## config.mk

```make
export PLATFORM = sky130hd
export DESIGN_NAME = button_click_classifier
export DESIGN_NICKNAME = d
export VERILOG_FILES = /design/src/sv/bcc_pkg.sv /design/src/sv/bcc_csr.sv /design/src/sv/bcc_core.sv /design/src/sv/button_click_classifier.sv
export SDC_FILE = /design/constraint.sdc
export NUM_CORES = 1
export LEC_CHECK = 0
export BUFFER_PORTS_ARGS = -buffer_cell sky130_fd_sc_hd__buf_2
export CAP_MARGIN = 25
export CORE_MARGIN = 5
export CORE_UTILIZATION = 65
export DETAILED_ROUTE_END_ITERATION = 8
export PLACE_DENSITY = 0.89
export SKIP_CTS_REPAIR_TIMING = 1
export SLEW_MARGIN = 25
export SYNTH_ARGS = -nofsm -noshare
export SYNTH_HDL_FRONTEND = slang
export SYNTH_SLANG_ARGS = --single-unit
```

## constraint.sdc

```tcl
create_clock -name clock -period 10.2 [get_ports clock]
set_clock_uncertainty 0.1 [all_clocks]
set_input_delay 2.04 -clock clock [delete_from_list [all_inputs] [get_ports clock]]
set_output_delay 2.04 -clock clock [all_outputs]
set_load 0.05 [all_outputs]
```

## src/sv/bcc_pkg.sv

```systemverilog
// Shared types, constants and helpers for the button click classifier.
package bcc_pkg;

   // Width of the hold, release gap and debounce tick counters
   localparam int TIMER_WIDTH = 16;
   // Width of each configuration register
   localparam int CSR_WIDTH   = 16;
   // Width used when a counter is compared against a register
   localparam int CMP_WIDTH   = (TIMER_WIDTH > CSR_WIDTH) ? TIMER_WIDTH : CSR_WIDTH;
   localparam int CSR_IDX_W   = 3;
   localparam int TALLY_W     = 3;

   typedef logic [TIMER_WIDTH-1:0] timer_type;
   typedef logic [CSR_WIDTH-1:0]   csr_data_type;
   typedef logic [TALLY_W-1:0]     tally_type;

   // Register indexes of the configuration port
   typedef enum logic [CSR_IDX_W-1:0] {
      CSR_DEBOUNCE    = 3'd0,
      CSR_SHORT_CLICK = 3'd1,
      CSR_LONG_PRESS  = 3'd2,
      CSR_VERY_LONG   = 3'd3,
      CSR_CLICK_GAP   = 3'd4
   } csr_index_type;

   // Result codes
   typedef enum logic [2:0] {
      EV_NONE      = 3'd0,
      EV_SINGLE    = 3'd1,
      EV_DOUBLE    = 3'd2,
      EV_TRIPLE    = 3'd3,
      EV_LONG      = 3'd4,
      EV_VERY_LONG = 3'd5
   } event_code_type;

   // Register reset values
   localparam csr_data_type DEBOUNCE_RST    = 16'd50;
   localparam csr_data_type SHORT_CLICK_RST = 16'd500;
   localparam csr_data_type LONG_PRESS_RST  = 16'd3000;
   localparam csr_data_type VERY_LONG_RST   = 16'd10000;
   localparam csr_data_type CLICK_GAP_RST   = 16'd400;

   // Thresholds as seen by the classifier
   typedef struct packed {
      csr_data_type settle_len;
      csr_data_type short_click_max_ms;
      csr_data_type long_hold_len;
      csr_data_type vlong_hold_len;
      csr_data_type multi_click_gap_ms;
   } cfg_type;

   // Advance a tick counter, stopping at all ones
   function automatic timer_type sat_inc(input timer_type v);
      return (&v) ? v : timer_type'(v + 1'b1);
   endfunction

   function automatic logic [CMP_WIDTH-1:0] widen_timer(input timer_type v);
      return CMP_WIDTH'(v);
   endfunction

   function automatic logic [CMP_WIDTH-1:0] widen_csr(input csr_data_type v);
      return CMP_WIDTH'(v);
   endfunction

endpackage

```

## src/sv/bcc_csr.sv

```systemverilog
// Configuration register bank of the button click classifier.
module bcc_csr (
   input  logic                             clock,
   input  logic                             reset,
   input  logic                             we,
   input  logic [bcc_pkg::CSR_IDX_W-1:0]    index,
   input  logic [bcc_pkg::CSR_WIDTH-1:0]    wdata,
   output bcc_pkg::cfg_type                 cfg
);
   import bcc_pkg::*;

   cfg_type cfg_ff;

   // Write the addressed register; drop writes beyond the list
   always_ff @(posedge clock) begin
      if (reset) begin
         cfg_ff.settle_len         <= DEBOUNCE_RST;
         cfg_ff.short_click_max_ms <= SHORT_CLICK_RST;
         cfg_ff.long_hold_len      <= LONG_PRESS_RST;
         cfg_ff.vlong_hold_len     <= VERY_LONG_RST;
         cfg_ff.multi_click_gap_ms <= CLICK_GAP_RST;
      end else if (we) begin
         case (index)
            CSR_DEBOUNCE:    cfg_ff.settle_len         <= wdata;
            CSR_SHORT_CLICK: cfg_ff.short_click_max_ms <= wdata;
            CSR_LONG_PRESS:  cfg_ff.long_hold_len      <= wdata;
            CSR_VERY_LONG:   cfg_ff.vlong_hold_len     <= wdata;
            CSR_CLICK_GAP:   cfg_ff.multi_click_gap_ms <= wdata;
            default: ;
         endcase
      end
   end

   assign cfg = cfg_ff;

endmodule

```

## src/sv/bcc_core.sv

```systemverilog
// Press state and classification logic: one tick per step.
module bcc_core (
   input  logic                      clock,
   input  logic                      reset,
   input  logic                      step,
   input  logic                      level,
   input  bcc_pkg::cfg_type          cfg,
   output bcc_pkg::event_code_type   ev_code
);
   import bcc_pkg::*;

   logic      prev_level_ff, prev_level_in;
   timer_type stable_ff,     stable_in;
   logic      held_ff,       held_in;
   timer_type hold_ff,       hold_in;
   logic      vlong_done_ff, vlong_done_in;
   tally_type tally_ff,      tally_in;
   timer_type gap_ff,        gap_in;
   logic      awaiting_ff,   awaiting_in;

   logic      debounced;
   logic      pressed;

   // Next state and result for the current tick
   always_comb begin
      hold_in       = sat_inc(hold_ff);
      gap_in        = sat_inc(gap_ff);
      stable_in     = (level != prev_level_ff) ? '0 : sat_inc(stable_ff);
      prev_level_in = level;
      held_in       = held_ff;
      vlong_done_in = vlong_done_ff;
      tally_in      = tally_ff;
      awaiting_in   = awaiting_ff;
      ev_code       = EV_NONE;

      debounced = widen_timer(stable_in) >= widen_csr(cfg.settle_len);
      pressed   = !level;

      if (debounced) begin
         if (pressed && !held_ff) begin
            // Start of a debounced press
            held_in       = 1'b1;
            hold_in       = '0;
            vlong_done_in = 1'b0;
         end else if (pressed) begin
            // Fire very long press once while held
            if (widen_timer(hold_in) >= widen_csr(cfg.vlong_hold_len) &&
                !vlong_done_ff) begin
               vlong_done_in = 1'b1;
               tally_in      = '0;
               awaiting_in   = 1'b0;
               ev_code       = EV_VERY_LONG;
            end
         end else if (held_ff) begin
            // Release: long press, click, or nothing
            held_in = 1'b0;
            if (!vlong_done_ff) begin
               if (widen_timer(hold_in) >= widen_csr(cfg.long_hold_len)) begin
                  tally_in    = '0;
                  awaiting_in = 1'b0;
                  ev_code     = EV_LONG;
               end else if (widen_timer(hold_in) < widen_csr(cfg.short_click_max_ms)) begin
                  if (!(&tally_ff))
                     tally_in = tally_type'(tally_ff + 1'b1);
                  gap_in      = '0;
                  awaiting_in = 1'b1;
               end
            end
         end else if (awaiting_ff &&
                      widen_timer(gap_in) > widen_csr(cfg.multi_click_gap_ms)) begin
            // Report the counted clicks after the gap
            awaiting_in = 1'b0;
            tally_in    = '0;
            case (tally_ff)
               3'd2:    ev_code = EV_DOUBLE;
               3'd3:    ev_code = EV_TRIPLE;
               default: ev_code = EV_SINGLE;
            endcase
         end
      end
   end

   // Commit state when a tick is consumed
   always_ff @(posedge clock) begin
      if (reset) begin
         prev_level_ff <= 1'b1;
         stable_ff     <= '0;
         held_ff       <= 1'b0;
         hold_ff       <= '0;
         vlong_done_ff <= 1'b0;
         tally_ff      <= '0;
         gap_ff        <= '0;
         awaiting_ff   <= 1'b0;
      end else if (step) begin
         prev_level_ff <= prev_level_in;
         stable_ff     <= stable_in;
         held_ff       <= held_in;
         hold_ff       <= hold_in;
         vlong_done_ff <= vlong_done_in;
         tally_ff      <= tally_in;
         gap_ff        <= gap_in;
         awaiting_ff   <= awaiting_in;
      end
   end

endmodule

```

## src/sv/button_click_classifier.sv

```systemverilog
// Top level of the button click classifier: input stage, register bank, core and result register.
//
//   channel   direction  payload
//   req_      in         tdata[0] button_level
//   rsp_      out        tdata[2:0] event_code
//   csr_      in         write: csr_index, csr_wdata[15:0]
//
// Each tick item yields one result item. An item is held in the input register
// and then moves into the result register; one item per cycle is sustained
// while results are taken, as the core updates its state on each accepted tick.
// Reset is synchronous and active high; it clears the press state and loads
// the register defaults. A stalled result holds the input stage, and the
// input stage still takes a new item whenever its content moves on.
module button_click_classifier (
   input  logic                               clock,
   input  logic                               reset,
   input  logic                               req_tvalid,
   output logic                               req_tready,
   input  logic [7:0]                         req_tdata,   // [0] button_level
   output logic                               rsp_tvalid,
   input  logic                               rsp_tready,
   output logic [7:0]                         rsp_tdata,   // [2:0] event_code
   input  logic                               csr_we,
   input  logic [bcc_pkg::CSR_IDX_W-1:0]      csr_index,
   input  logic [bcc_pkg::CSR_WIDTH-1:0]      csr_wdata
);
   import bcc_pkg::*;

   cfg_type        cfg;
   event_code_type ev_code;

   logic           in_valid_ff;
   logic           in_level_ff;
   logic           out_valid_ff;
   event_code_type out_code_ff;
   logic           advance;

   // Move the staged item on when the result register is free or drained
   assign advance    = in_valid_ff && (!out_valid_ff || rsp_tready);
   assign req_tready = !in_valid_ff || advance;

   bcc_csr u_csr (
      .clock (clock),
      .reset (reset),
      .we    (csr_we),
      .index (csr_index),
      .wdata (csr_wdata),
      .cfg   (cfg)
   );

   bcc_core u_core (
      .clock   (clock),
      .reset   (reset),
      .step    (advance),
      .level   (in_level_ff),
      .cfg     (cfg),
      .ev_code (ev_code)
   );

   // Input stage
   always_ff @(posedge clock) begin
      if (reset) begin
         in_valid_ff <= 1'b0;
      end else if (req_tready) begin
         in_valid_ff <= req_tvalid;
      end
   end

   always_ff @(posedge clock) begin
      if (req_tready && req_tvalid) begin
         in_level_ff <= req_tdata[0];
      end
   end

   // Result register
   always_ff @(posedge clock) begin
      if (reset) begin
         out_valid_ff <= 1'b0;
      end else if (advance) begin
         out_valid_ff <= 1'b1;
      end else if (rsp_tready) begin
         out_valid_ff <= 1'b0;
      end
   end

   always_ff @(posedge clock) begin
      if (advance) begin
         out_code_ff <= ev_code;
      end
   end

   assign rsp_tvalid = out_valid_ff;
   assign rsp_tdata  = {5'b0, out_code_ff};

endmodule

```

==> flow_summary.toml, run 1 <==
[power]
p_per_area_nw_per_um2 = 137
fin_total_pwr_w = 0.00126
power_leakage_nw = 3.65
peakVddDrop_v = 0.000123

[sta]
fmax_mhz = 209
maxSlewHeadroom_pct = 35.9
finalSetupTns_ns = 0
min_period_ns = 4.78
setup_viol = 0
hold_viol_final = 0
rsz0062_at_grt = "false"
setup_slack_ns = 5.42
whs_ns = 0.354
tightest_slew_ns = 0.962
period_share_pct = 46.9
drv_slew = 0

[finish]
syn_to_final_growth_pct = 8.32
final_cell_mix = "nand2_1, dfxtp_1, a21oi_1, ha_1, inv_1"
post_route_cells_drive_above_1_share_pct = 8.35
num_antenna_cells = 0
finalNetCount = 1206
final_common_cell = "nand2_1"

[critical_path]
crit_fanout = 4
worstSetupPathType = "input pin to output port"
arrival_ns = 2.64
slowest_delay_ns = 0.21
crit_top_cell = "buf_2"
critPathCaptureType = "output port"
cp-start-kind = "input pin"
worstRegToRegCells = 13
cp.required_ns = 8.06
crit_slowest_cell = "buf_2"
crit_chain = "buf_2 -> nor2b_1 -> nand2_1 -> buf_2"

[grt]
grt_pass1_vias = 7524
grt_pass1_wl_um = 36500
grt-ovfl-total = 0
track_usage_pct = 28.5
antenna_found_initial = 0
grt_start_max_net_pins = 88

[clock_tree]
h-tree-depth = 4
cts_made_buffers = 17
cts_tree = "yes"
cts_buffer_depth = 2
numClockSinks = 141
clkTransAtPathRegs_ns = 0.06
root_buffer = "clkbuf_16"
clk-insertion-delay-late_ns = 0.43

[die]
floorplan.initialDensity_pct = 66.8
rows = 41
chipHeight_um = 124
core_area_sq_um = 12700
ios = 42
die_area_sq_um = 15500
die_x_um = 124

[synthesis]
synth_flop_cell = "dfxtp_1"
synth_edf_count = 4
synth.cell_area_sq_um = 8500
ys_types = 70
syn_avg_cell_area_sq_um = 7.78
yosysWarnings = 0
synth_async_sr_flop_share_pct = 0
ys_seq_area_share_pct = 33.7
ys_ff_latch = 141
synth_cells = 1093

[route]
wl_per_cell_um = 17.3
antenna_left = 0
drtIter0Drc = 917
route.detailed.drc = 0
via_count = 7897
wl_um = 22000
vias_per_cell = 6.20
dr.pass1.iters = 5

[worst_hold_path]
hp-class = "register to register"
hold_depth = 2

[status]
outcome = "finished, final reports clean"

[place]
io_buffers = 29
pre_cts_slack_ns = 5.36
globalplace.congestion = 0.878
hpwl_um = 14900

[job]
maxCapViolCount = 0
==> where the power goes <==
part	internal [W]	switching, W	leakage (nW)
combinational	0.0000271	0.0000696	2.22
clock	0.000339	0.000258	0.276
sequential	0.000564	0.00000702	1.15
==> registers in the layout, indices dropped and copies added (netlist names) <==
| register | count |
|---|---|
| u_core.tally_ff | 3 |
| u_core.stable_ff | 16 |
| out_code_ff | 3 |
| u_core.hold_ff | 16 |
| in_level_ff | 1 |
| u_core.vlong_done_ff | 1 |
| u_core.gap_ff | 16 |
| rsp_tvalid | 1 |
| u_core.awaiting_ff | 1 |
| u_csr.cfg | 80 |
| in_valid_ff | 1 |
| u_core.held_ff | 1 |
| u_core.prev_level_ff | 1 |
==> cell usage after synthesis, types with 3 or more instances <==
| cell type | n | share of area (%) |
|---|---|---|
| buf_1 | 5 | 0.22 |
| nor2_1 | 54 | 2.4 |
| and2_1 | 8 | 0.59 |
| nand3b_1 | 4 | 0.35 |
| o21ai_0 | 18 | 1.1 |
| a21oi_1 | 115 | 6.8 |
| mux2_2 | 3 | 0.40 |
| o211a_1 | 3 | 0.35 |
| a31oi_1 | 11 | 0.81 |
| nor2b_1 | 4 | 0.29 |
| mux2i_1 | 6 | 0.71 |
| a21o_1 | 5 | 0.44 |
| buf_2 | 9 | 0.53 |
| edfxtp_1 | 4 | 1.4 |
| o211ai_1 | 37 | 3.3 |
| o22ai_1 | 5 | 0.37 |
| o21ai_1 | 5 | 0.29 |
| and3_1 | 8 | 0.59 |
| or3_1 | 7 | 0.52 |
| clkbuf_1 | 39 | 1.7 |
| xnor2_1 | 21 | 2.2 |
| nor3_1 | 29 | 1.7 |
| dfxtp_1 | 137 | 32 |
| nand3_1 | 40 | 2.4 |
| ha_1 | 85 | 13 |
| buf_4 | 6 | 0.53 |
| nor4_1 | 4 | 0.29 |
| inv_1 | 80 | 3.5 |
| nand2_1 | 224 | 9.9 |
| a211oi_1 | 10 | 0.88 |
| a41oi_1 | 3 | 0.31 |
| xor2_1 | 19 | 2.0 |
| and4_1 | 4 | 0.41 |
| o21a_1 | 7 | 0.62 |
| or2_2 | 3 | 0.22 |
| nand4_1 | 29 | 2.1 |
==> stage by stage <==
| step | utilization (%) | cells | cell area (sq um) |
|---|---|---|---|
| after floorplan | - | 1097 | 8510 |
| after global placement | 67.9 | 1242 | 8640 |
| after detailed placement | 67.9 | 1242 | 8640 |
| after CTS | 72.4 | 1274 | 9210 |
| after global routing | 72.4 | 1274 | 9210 |
| final | 72.4 | 1274 | 9210 |
==> critical path: cells and delay by family <==
kind | cells | cell delay [ns]
buf+inv | 2 | 0.31
simple gates | 2 | 0.29
==> layer usage <==
metal  global-route usage (%)  part of all wire (%)  up-vias
met4                     14.0                   4.4        0
met1                     34.3                    41     3702
li1                         -                     -     3788
met3                     6.52                   6.6       92
met2                     48.0                    48      315
met5                        0                     0        -
==> final timing paths <==
check	startpoint	to	slack, ns
worst max-delay path	rsp_tready	req_tready	5.42
worst min-delay path	u_csr.cfg[72]	u_csr.cfg[72]	0.35
worst max register to register	u_core.hold_ff[0]	u_core.tally_ff[1]	5.61
worst min register to register	u_csr.cfg[72]	u_csr.cfg[72]	0.35
==> area by class of cell <==
class | count | area (sq um)
clock inverters | 15 | 141
repair buffers | 34 | 185
well taps | 172 | 215
fillers | 972 | 3520
clock buffers | 17 | 425
flip-flops and latches | 141 | 2860
inverters | 83 | 312
multi-input cells | 812 | 5060
==> cell families (layout without fill, tap and decap cells) <==
logic type / after synthesis / count (layout) / share of synthesized area [%]
xor+xnor: 40 / 40 / 4.12
fa+ha+maj: 85 / 85 / 12.5
other cells: 1 / 5 / 0.0441
buf+inv: 144 / 149 / 6.93
simple gates: 430 / 430 / 23.3
mux: 9 / 9 / 1.10
compound gates: 243 / 243 / 18.3
flops: 141 / 141 / 33.7
No activity file was read; power rests on OpenSTA's default activity.
==> run 2: changes to the inputs <==
Settings changed: CORE_UTILIZATION 65 to 62, PLACE_DENSITY 0.89 to 0.85.
Clock period 10.2 ns to 4.7 ns, I/O delays scaled along.
==> run 2 against run 1 <==
Against the previous run: register-to-register slack lost 5.3 ns; final area up 1.2%; first-iteration DRC count decreased by 14%; sequential power up 120%; power up 130%; largest cell class unchanged.
==> flow_summary.toml, run 2 (same netlist as run 1, synthesis figures left out) <==
[status]
outcome = "finished, final reports clean"

[finish]
syn_to_final_growth_pct = 9.61
largest_reg_flops = 80
finalInstanceArea_sq_um = 9320
num_antenna_cells = 0
post_route_cells_drive_above_1_share_pct = 8.67
stdcell_count = 1283
final_common_cell = "nand2_1"
final_cell_mix = "nand2_1, dfxtp_1, a21oi_1, ha_1, inv_1"
finalNetCount = 1212

[grt]
grt-busiest-layer = "met2"
groute.layer.met2.usage_pct = 45.1
met1_usage_pct = 35.1
grt-ovfl-total = 0
grt_pass1_wl_um = 36300
track_usage_pct = 27.9
grt_start_max_net_pins = 105
antenna_found_initial = 0
grt_pass1_vias = 7287
grt_use_met3_pct = 5.68

[die]
die_x_um = 127
die_area_sq_um = 16100
floorplan.initialDensity_pct = 63.7
core_area_sq_um = 13300
rows = 42
ios = 42
chipHeight_um = 127

[place]
dp_cells = 1252
place_area_sq_um = 8690
globalplace.congestion = 0.934
io_buffers = 29
hpwl_um = 14800

[power]
power_leakage_nw = 3.70
p_seq_share_pct = 42.8
switchingPower_w = 0.000701
p_per_area_nw_per_um2 = 311
cell_internal_pwr_w = 0.00219
p_clk_share_pct = 49.9
comb_power_share_pct = 7.3
peakVddDrop_v = 0.000297
switching_share_pct = 24.2

[worst_hold_path]
hp-class = "register to register"

[sta]
rsz0062_at_grt = "false"
period_share_pct = 93.2
whs_ns = 0.354
fmax_mhz = 228
maxSlewHeadroom_pct = 43.9
setup_viol = 0
hold_viol_final = 0
tightest_slew_ns = 0.842
drv_slew = 0
min_period_ns = 4.38
finalSetupTns_ns = 0

[critical_path]
worstPathBufferInverterCount = 1
crit_fanout = 13
arrival_ns = 4.60
worstSetupPathType = "register to register"
crit_slowest_cell = "dfxtp_1"
cp.required_ns = 4.92
critPathCaptureType = "register"
crit_chain = "ha_1 -> nand3_1 -> nor4_4 -> buf_4 -> nor2_1 -> nand2_1 -> xnor2_1 -> ha_1 -> a211oi_1 -> nand3_1 -> a41oi_1 -> o21ai_1 -> or3_4 -> o21ba_1 -> a32o_1"
cp-start-kind = "register"
cp_top_family = "simple AND/OR/NAND/NOR gates"
slowest_delay_ns = 0.52

[clock_tree]
cts_buffer_depth = 2
root_buffer = "clkbuf_16"
h-tree-depth = 4
cts_made_buffers = 17
clk-insertion-delay-late_ns = 0.43
cts_tree = "yes"
clkTransAtPathRegs_ns = 0.06
numClockSinks = 141

[route]
dr.pass1.iters = 5
wl_um = 21900
via_count = 7782
vias_per_cell = 6.07
wl_per_cell_um = 17.1
drtIter0Drc = 792
antenna_left = 0
route.detailed.drc = 0

[job]
maxCapViolCount = 0
[run 2: final timing paths]
kind                                         from                end  slack [ns]  cells after the start
worst min register to register      u_csr.cfg[17]      u_csr.cfg[17]        0.35                      2
worst max-delay path            u_core.hold_ff[0]  u_core.gap_ff[10]        0.32                     15
worst min-delay path                u_csr.cfg[17]      u_csr.cfg[17]        0.35                      2
worst max register to register  u_core.hold_ff[0]  u_core.gap_ff[10]        0.32                     15
[run 2: power groups by stage]
stage | clock (W) | combinational, W | sequential [W]
floorplan | 0 | 0.000138 | 0.00126
global placement | 0 | 0.000200 | 0.00126
detailed placement | 0 | 0.000205 | 0.00126
CTS | 0.00145 | 0.000207 | 0.00124
global route | 0.00151 | 0.000230 | 0.00124
finish | 0.00145 | 0.000211 | 0.00124
[run 2: final cells by class]
cell class | count | area (sq um)
clock buffer | 20 | 457
tap | 176 | 220
timing repair buffer | 40 | 234
clock inverter | 11 | 166
inverter | 83 | 312
multi-input combinational | 812 | 5060
sequential | 141 | 2860
fill | 1059 | 4030
[run 2: layer usage]
metal	wire [um]	share of wire [%]
met4	1080	4.9
met2	10100	46
met5	0	0
met1	9150	42
met3	1560	7.1
[run 2: worst reg2reg max path: stages (launching register included)]
cell,delay (ns)
dfxtp_1,0.52
ha_1,0.26
nand3_1,0.23
nor4_4,0.36
buf_4,0.22
nor2_1,0.08
nand2_1,0.08
xnor2_1,0.26
ha_1,0.36
a211oi_1,0.22
nand3_1,0.11
a41oi_1,0.31
o21ai_1,0.23
or3_4,0.51
o21ba_1,0.21
a32o_1,0.21
[run 2: stage by stage]
stage	worst slack (ns)	power, W	util, %
after floorplan	1.05	0.00140	-
after global placement	0.540	0.00146	65.1
after detailed placement	0.445	0.00147	65.1
after CTS	0.368	0.00290	69.8
after global routing	0.00649	0.00298	69.8
final	0.318	0.00290	69.8
==> run 3: changes to the inputs <==
Settings changed: RECOVER_POWER set to 100.
==> run 3 against run 2 <==
Against the previous run: utilization is 0.27 points lower; critical path type unchanged; fmax is 1.2% lower; worst setup slack worse by 0.053 ns; final area is 0.39% lower; sequential share of layout area is 0.12 points higher; register-to-register slack worse by 0.05 ns; largest cell class unchanged; routed wire length is 0.32% higher; sequential power hardly changed; combinational power hardly changed; global-route usage stayed put; clock power hardly changed.
==> flow_summary.toml, run 3 (same netlist as run 1, synthesis figures left out) <==
[critical_path]
cp_top_family = "simple AND/OR/NAND/NOR gates"
cp.required_ns = 4.92
r2r_setup_slack_ns = 0.26
r2r_start = "u_core.hold_ff[0]"
crit_slowest_cell = "dfxtp_1"
arrival_ns = 4.66
reg2reg_to = "u_core.gap_ff[10]"
worstPathBufferInverterCount = 1
crit_fanout = 13
crit_chain = "ha_1 -> nand3_1 -> nor4_4 -> buf_4 -> nor2_1 -> nand2_1 -> xnor2_1 -> ha_1 -> a211oi_1 -> nand3_1 -> a41oi_1 -> o21ai_1 -> or3_4 -> o21ba_1 -> a32o_1"
worstSetupPathType = "register to register"
crit_cells = 15
worstRegToRegCells = 15
critPathCaptureType = "register"
cp-start-kind = "register"
slowest_delay_ns = 0.53

[route]
antenna_left = 0
route.detailed.drc = 0
wl_um = 22000
drtIter0Drc = 769
wl_per_cell_um = 17.1
via_count = 7825
vias_per_cell = 6.10
dr.pass1.iters = 5

[sta]
hold_viol_final = 0
rsz0062_at_grt = "false"
drv_slew = 0
maxSlewHeadroom_pct = 32.8
setup_viol = 0
tightest_slew_ns = 1.01
min_period_ns = 4.44
finalSetupTns_ns = 0
fmax_mhz = 225
period_share_pct = 94.4
setup_slack_ns = 0.264

[grt]
grt_pass1_vias = 7287
grt_pass1_wl_um = 36300
track_usage_pct = 27.9
grt_start_max_net_pins = 105
antenna_found_initial = 0
grt-ovfl-total = 0

[worst_hold_path]
min_from = "u_csr.cfg[17]"
hold_end = "u_csr.cfg[17]"
hold_depth = 2
hp-class = "register to register"

[die]
ios = 42
chipHeight_um = 127
core_area_sq_um = 13300
die_area_sq_um = 16100
rows = 42
floorplan.initialDensity_pct = 63.7
die_x_um = 127

[place]
globalplace.congestion = 0.934
io_buffers = 29
pre_cts_slack_ns = 0.445
hpwl_um = 14800

[power]
cell_internal_pwr_w = 0.00219
switching_share_pct = 24.2
p_clk_share_pct = 50.0
p_seq_share_pct = 42.8
peakVddDrop_v = 0.000297
comb_power_share_pct = 7.2
switchingPower_w = 0.000701
power_leakage_nw = 3.67
p_per_area_nw_per_um2 = 312

[clock_tree]
root_buffer = "clkbuf_16"
h-tree-depth = 4
clk-insertion-delay-late_ns = 0.43
cts_tree = "yes"
clkTransAtPathRegs_ns = 0.06
numClockSinks = 141
cts_buffer_depth = 2
cts_made_buffers = 17

[status]
outcome = "finished, final reports clean"

[finish]
num_antenna_cells = 0
post_route_cells_drive_above_1_share_pct = 7.68
final_common_cell = "nand2_1"
largest_reg_flops = 80
syn_to_final_growth_pct = 9.19
finalNetCount = 1212
final_cell_mix = "nand2_1, dfxtp_1, a21oi_1, ha_1, inv_1"

[job]
maxCapViolCount = 0
## run 3: changes by cell type in the layout (fill, tap and decap cells not counted), sizes merged
cell and delta:
buf -11, clkbuf +11
## run 3: power groups by stage
stage / Sequential (W) / Combinational [W] / Clock (W)
6_report: 0.00124 / 0.000209 / 0.00145
5_1_grt: 0.00124 / 0.000229 / 0.00151
4_1_cts: 0.00124 / 0.000207 / 0.00145
3_5_place_dp: 0.00126 / 0.000205 / 0
3_3_place_gp: 0.00126 / 0.000200 / 0
2_1_floorplan: 0.00126 / 0.000138 / 0
## run 3: cell type report
class                   count  area (sq um)
repair buffers             40           213
clock buffers              20           457
flip-flops and latches    141          2860
clock inverters            11           166
inverters                  83           312
multi-input cells         812          5050
fillers                  1072          4070
well taps                 176           220
## run 3: worst max path at each step
stage                       from                 end
6_report       u_core.hold_ff[0]   u_core.gap_ff[10]
5_1_grt        u_core.hold_ff[0]    u_core.gap_ff[8]
4_1_cts        u_core.hold_ff[0]   u_core.gap_ff[10]
3_5_place_dp   u_core.hold_ff[0]   u_core.gap_ff[10]
3_3_place_gp   u_core.hold_ff[0]   u_core.gap_ff[10]
2_1_floorplan  u_core.hold_ff[1]  u_core.tally_ff[0]
## run 3: metrics by stage
stage	cell area, sq um	power (W)	util, %	hold slack [ns]	cells
final	9280	0.00289	69.5	0.354	1283
after global routing	9280	0.00298	69.5	0.368	1283
after CTS	9310	0.00290	69.8	0.356	1283
after detailed placement	8690	0.00147	65.1	0.348	1252
after global placement	8690	0.00146	65.1	0.342	1252
after floorplan	8510	0.00140	-	0.336	1097
## run 3: metal layers
metal  part of all wire [%]  GRT usage [%]  wire, um  vias to the layer above
met5                      0              0         0                        -
met4                    4.5           15.1       997                        0
met3                    6.1           5.68      1350                       79
met2                     47           45.1     10300                      287
met1                     42           35.1      9350                     3660
li1                       -              -         -                     3799
## run 3: worst register-to-register path, cell delays in order, from the launching register on
cell and delay [ns]:
dfxtp_1 0.53, ha_1 0.26, nand3_1 0.23, nor4_4 0.36
buf_4 0.22, nor2_1 0.08, nand2_1 0.08, xnor2_1 0.27
ha_1 0.37, a211oi_1 0.25, nand3_1 0.12, a41oi_1 0.31
o21ai_1 0.23, or3_4 0.51, o21ba_1 0.21, a32o_1 0.21
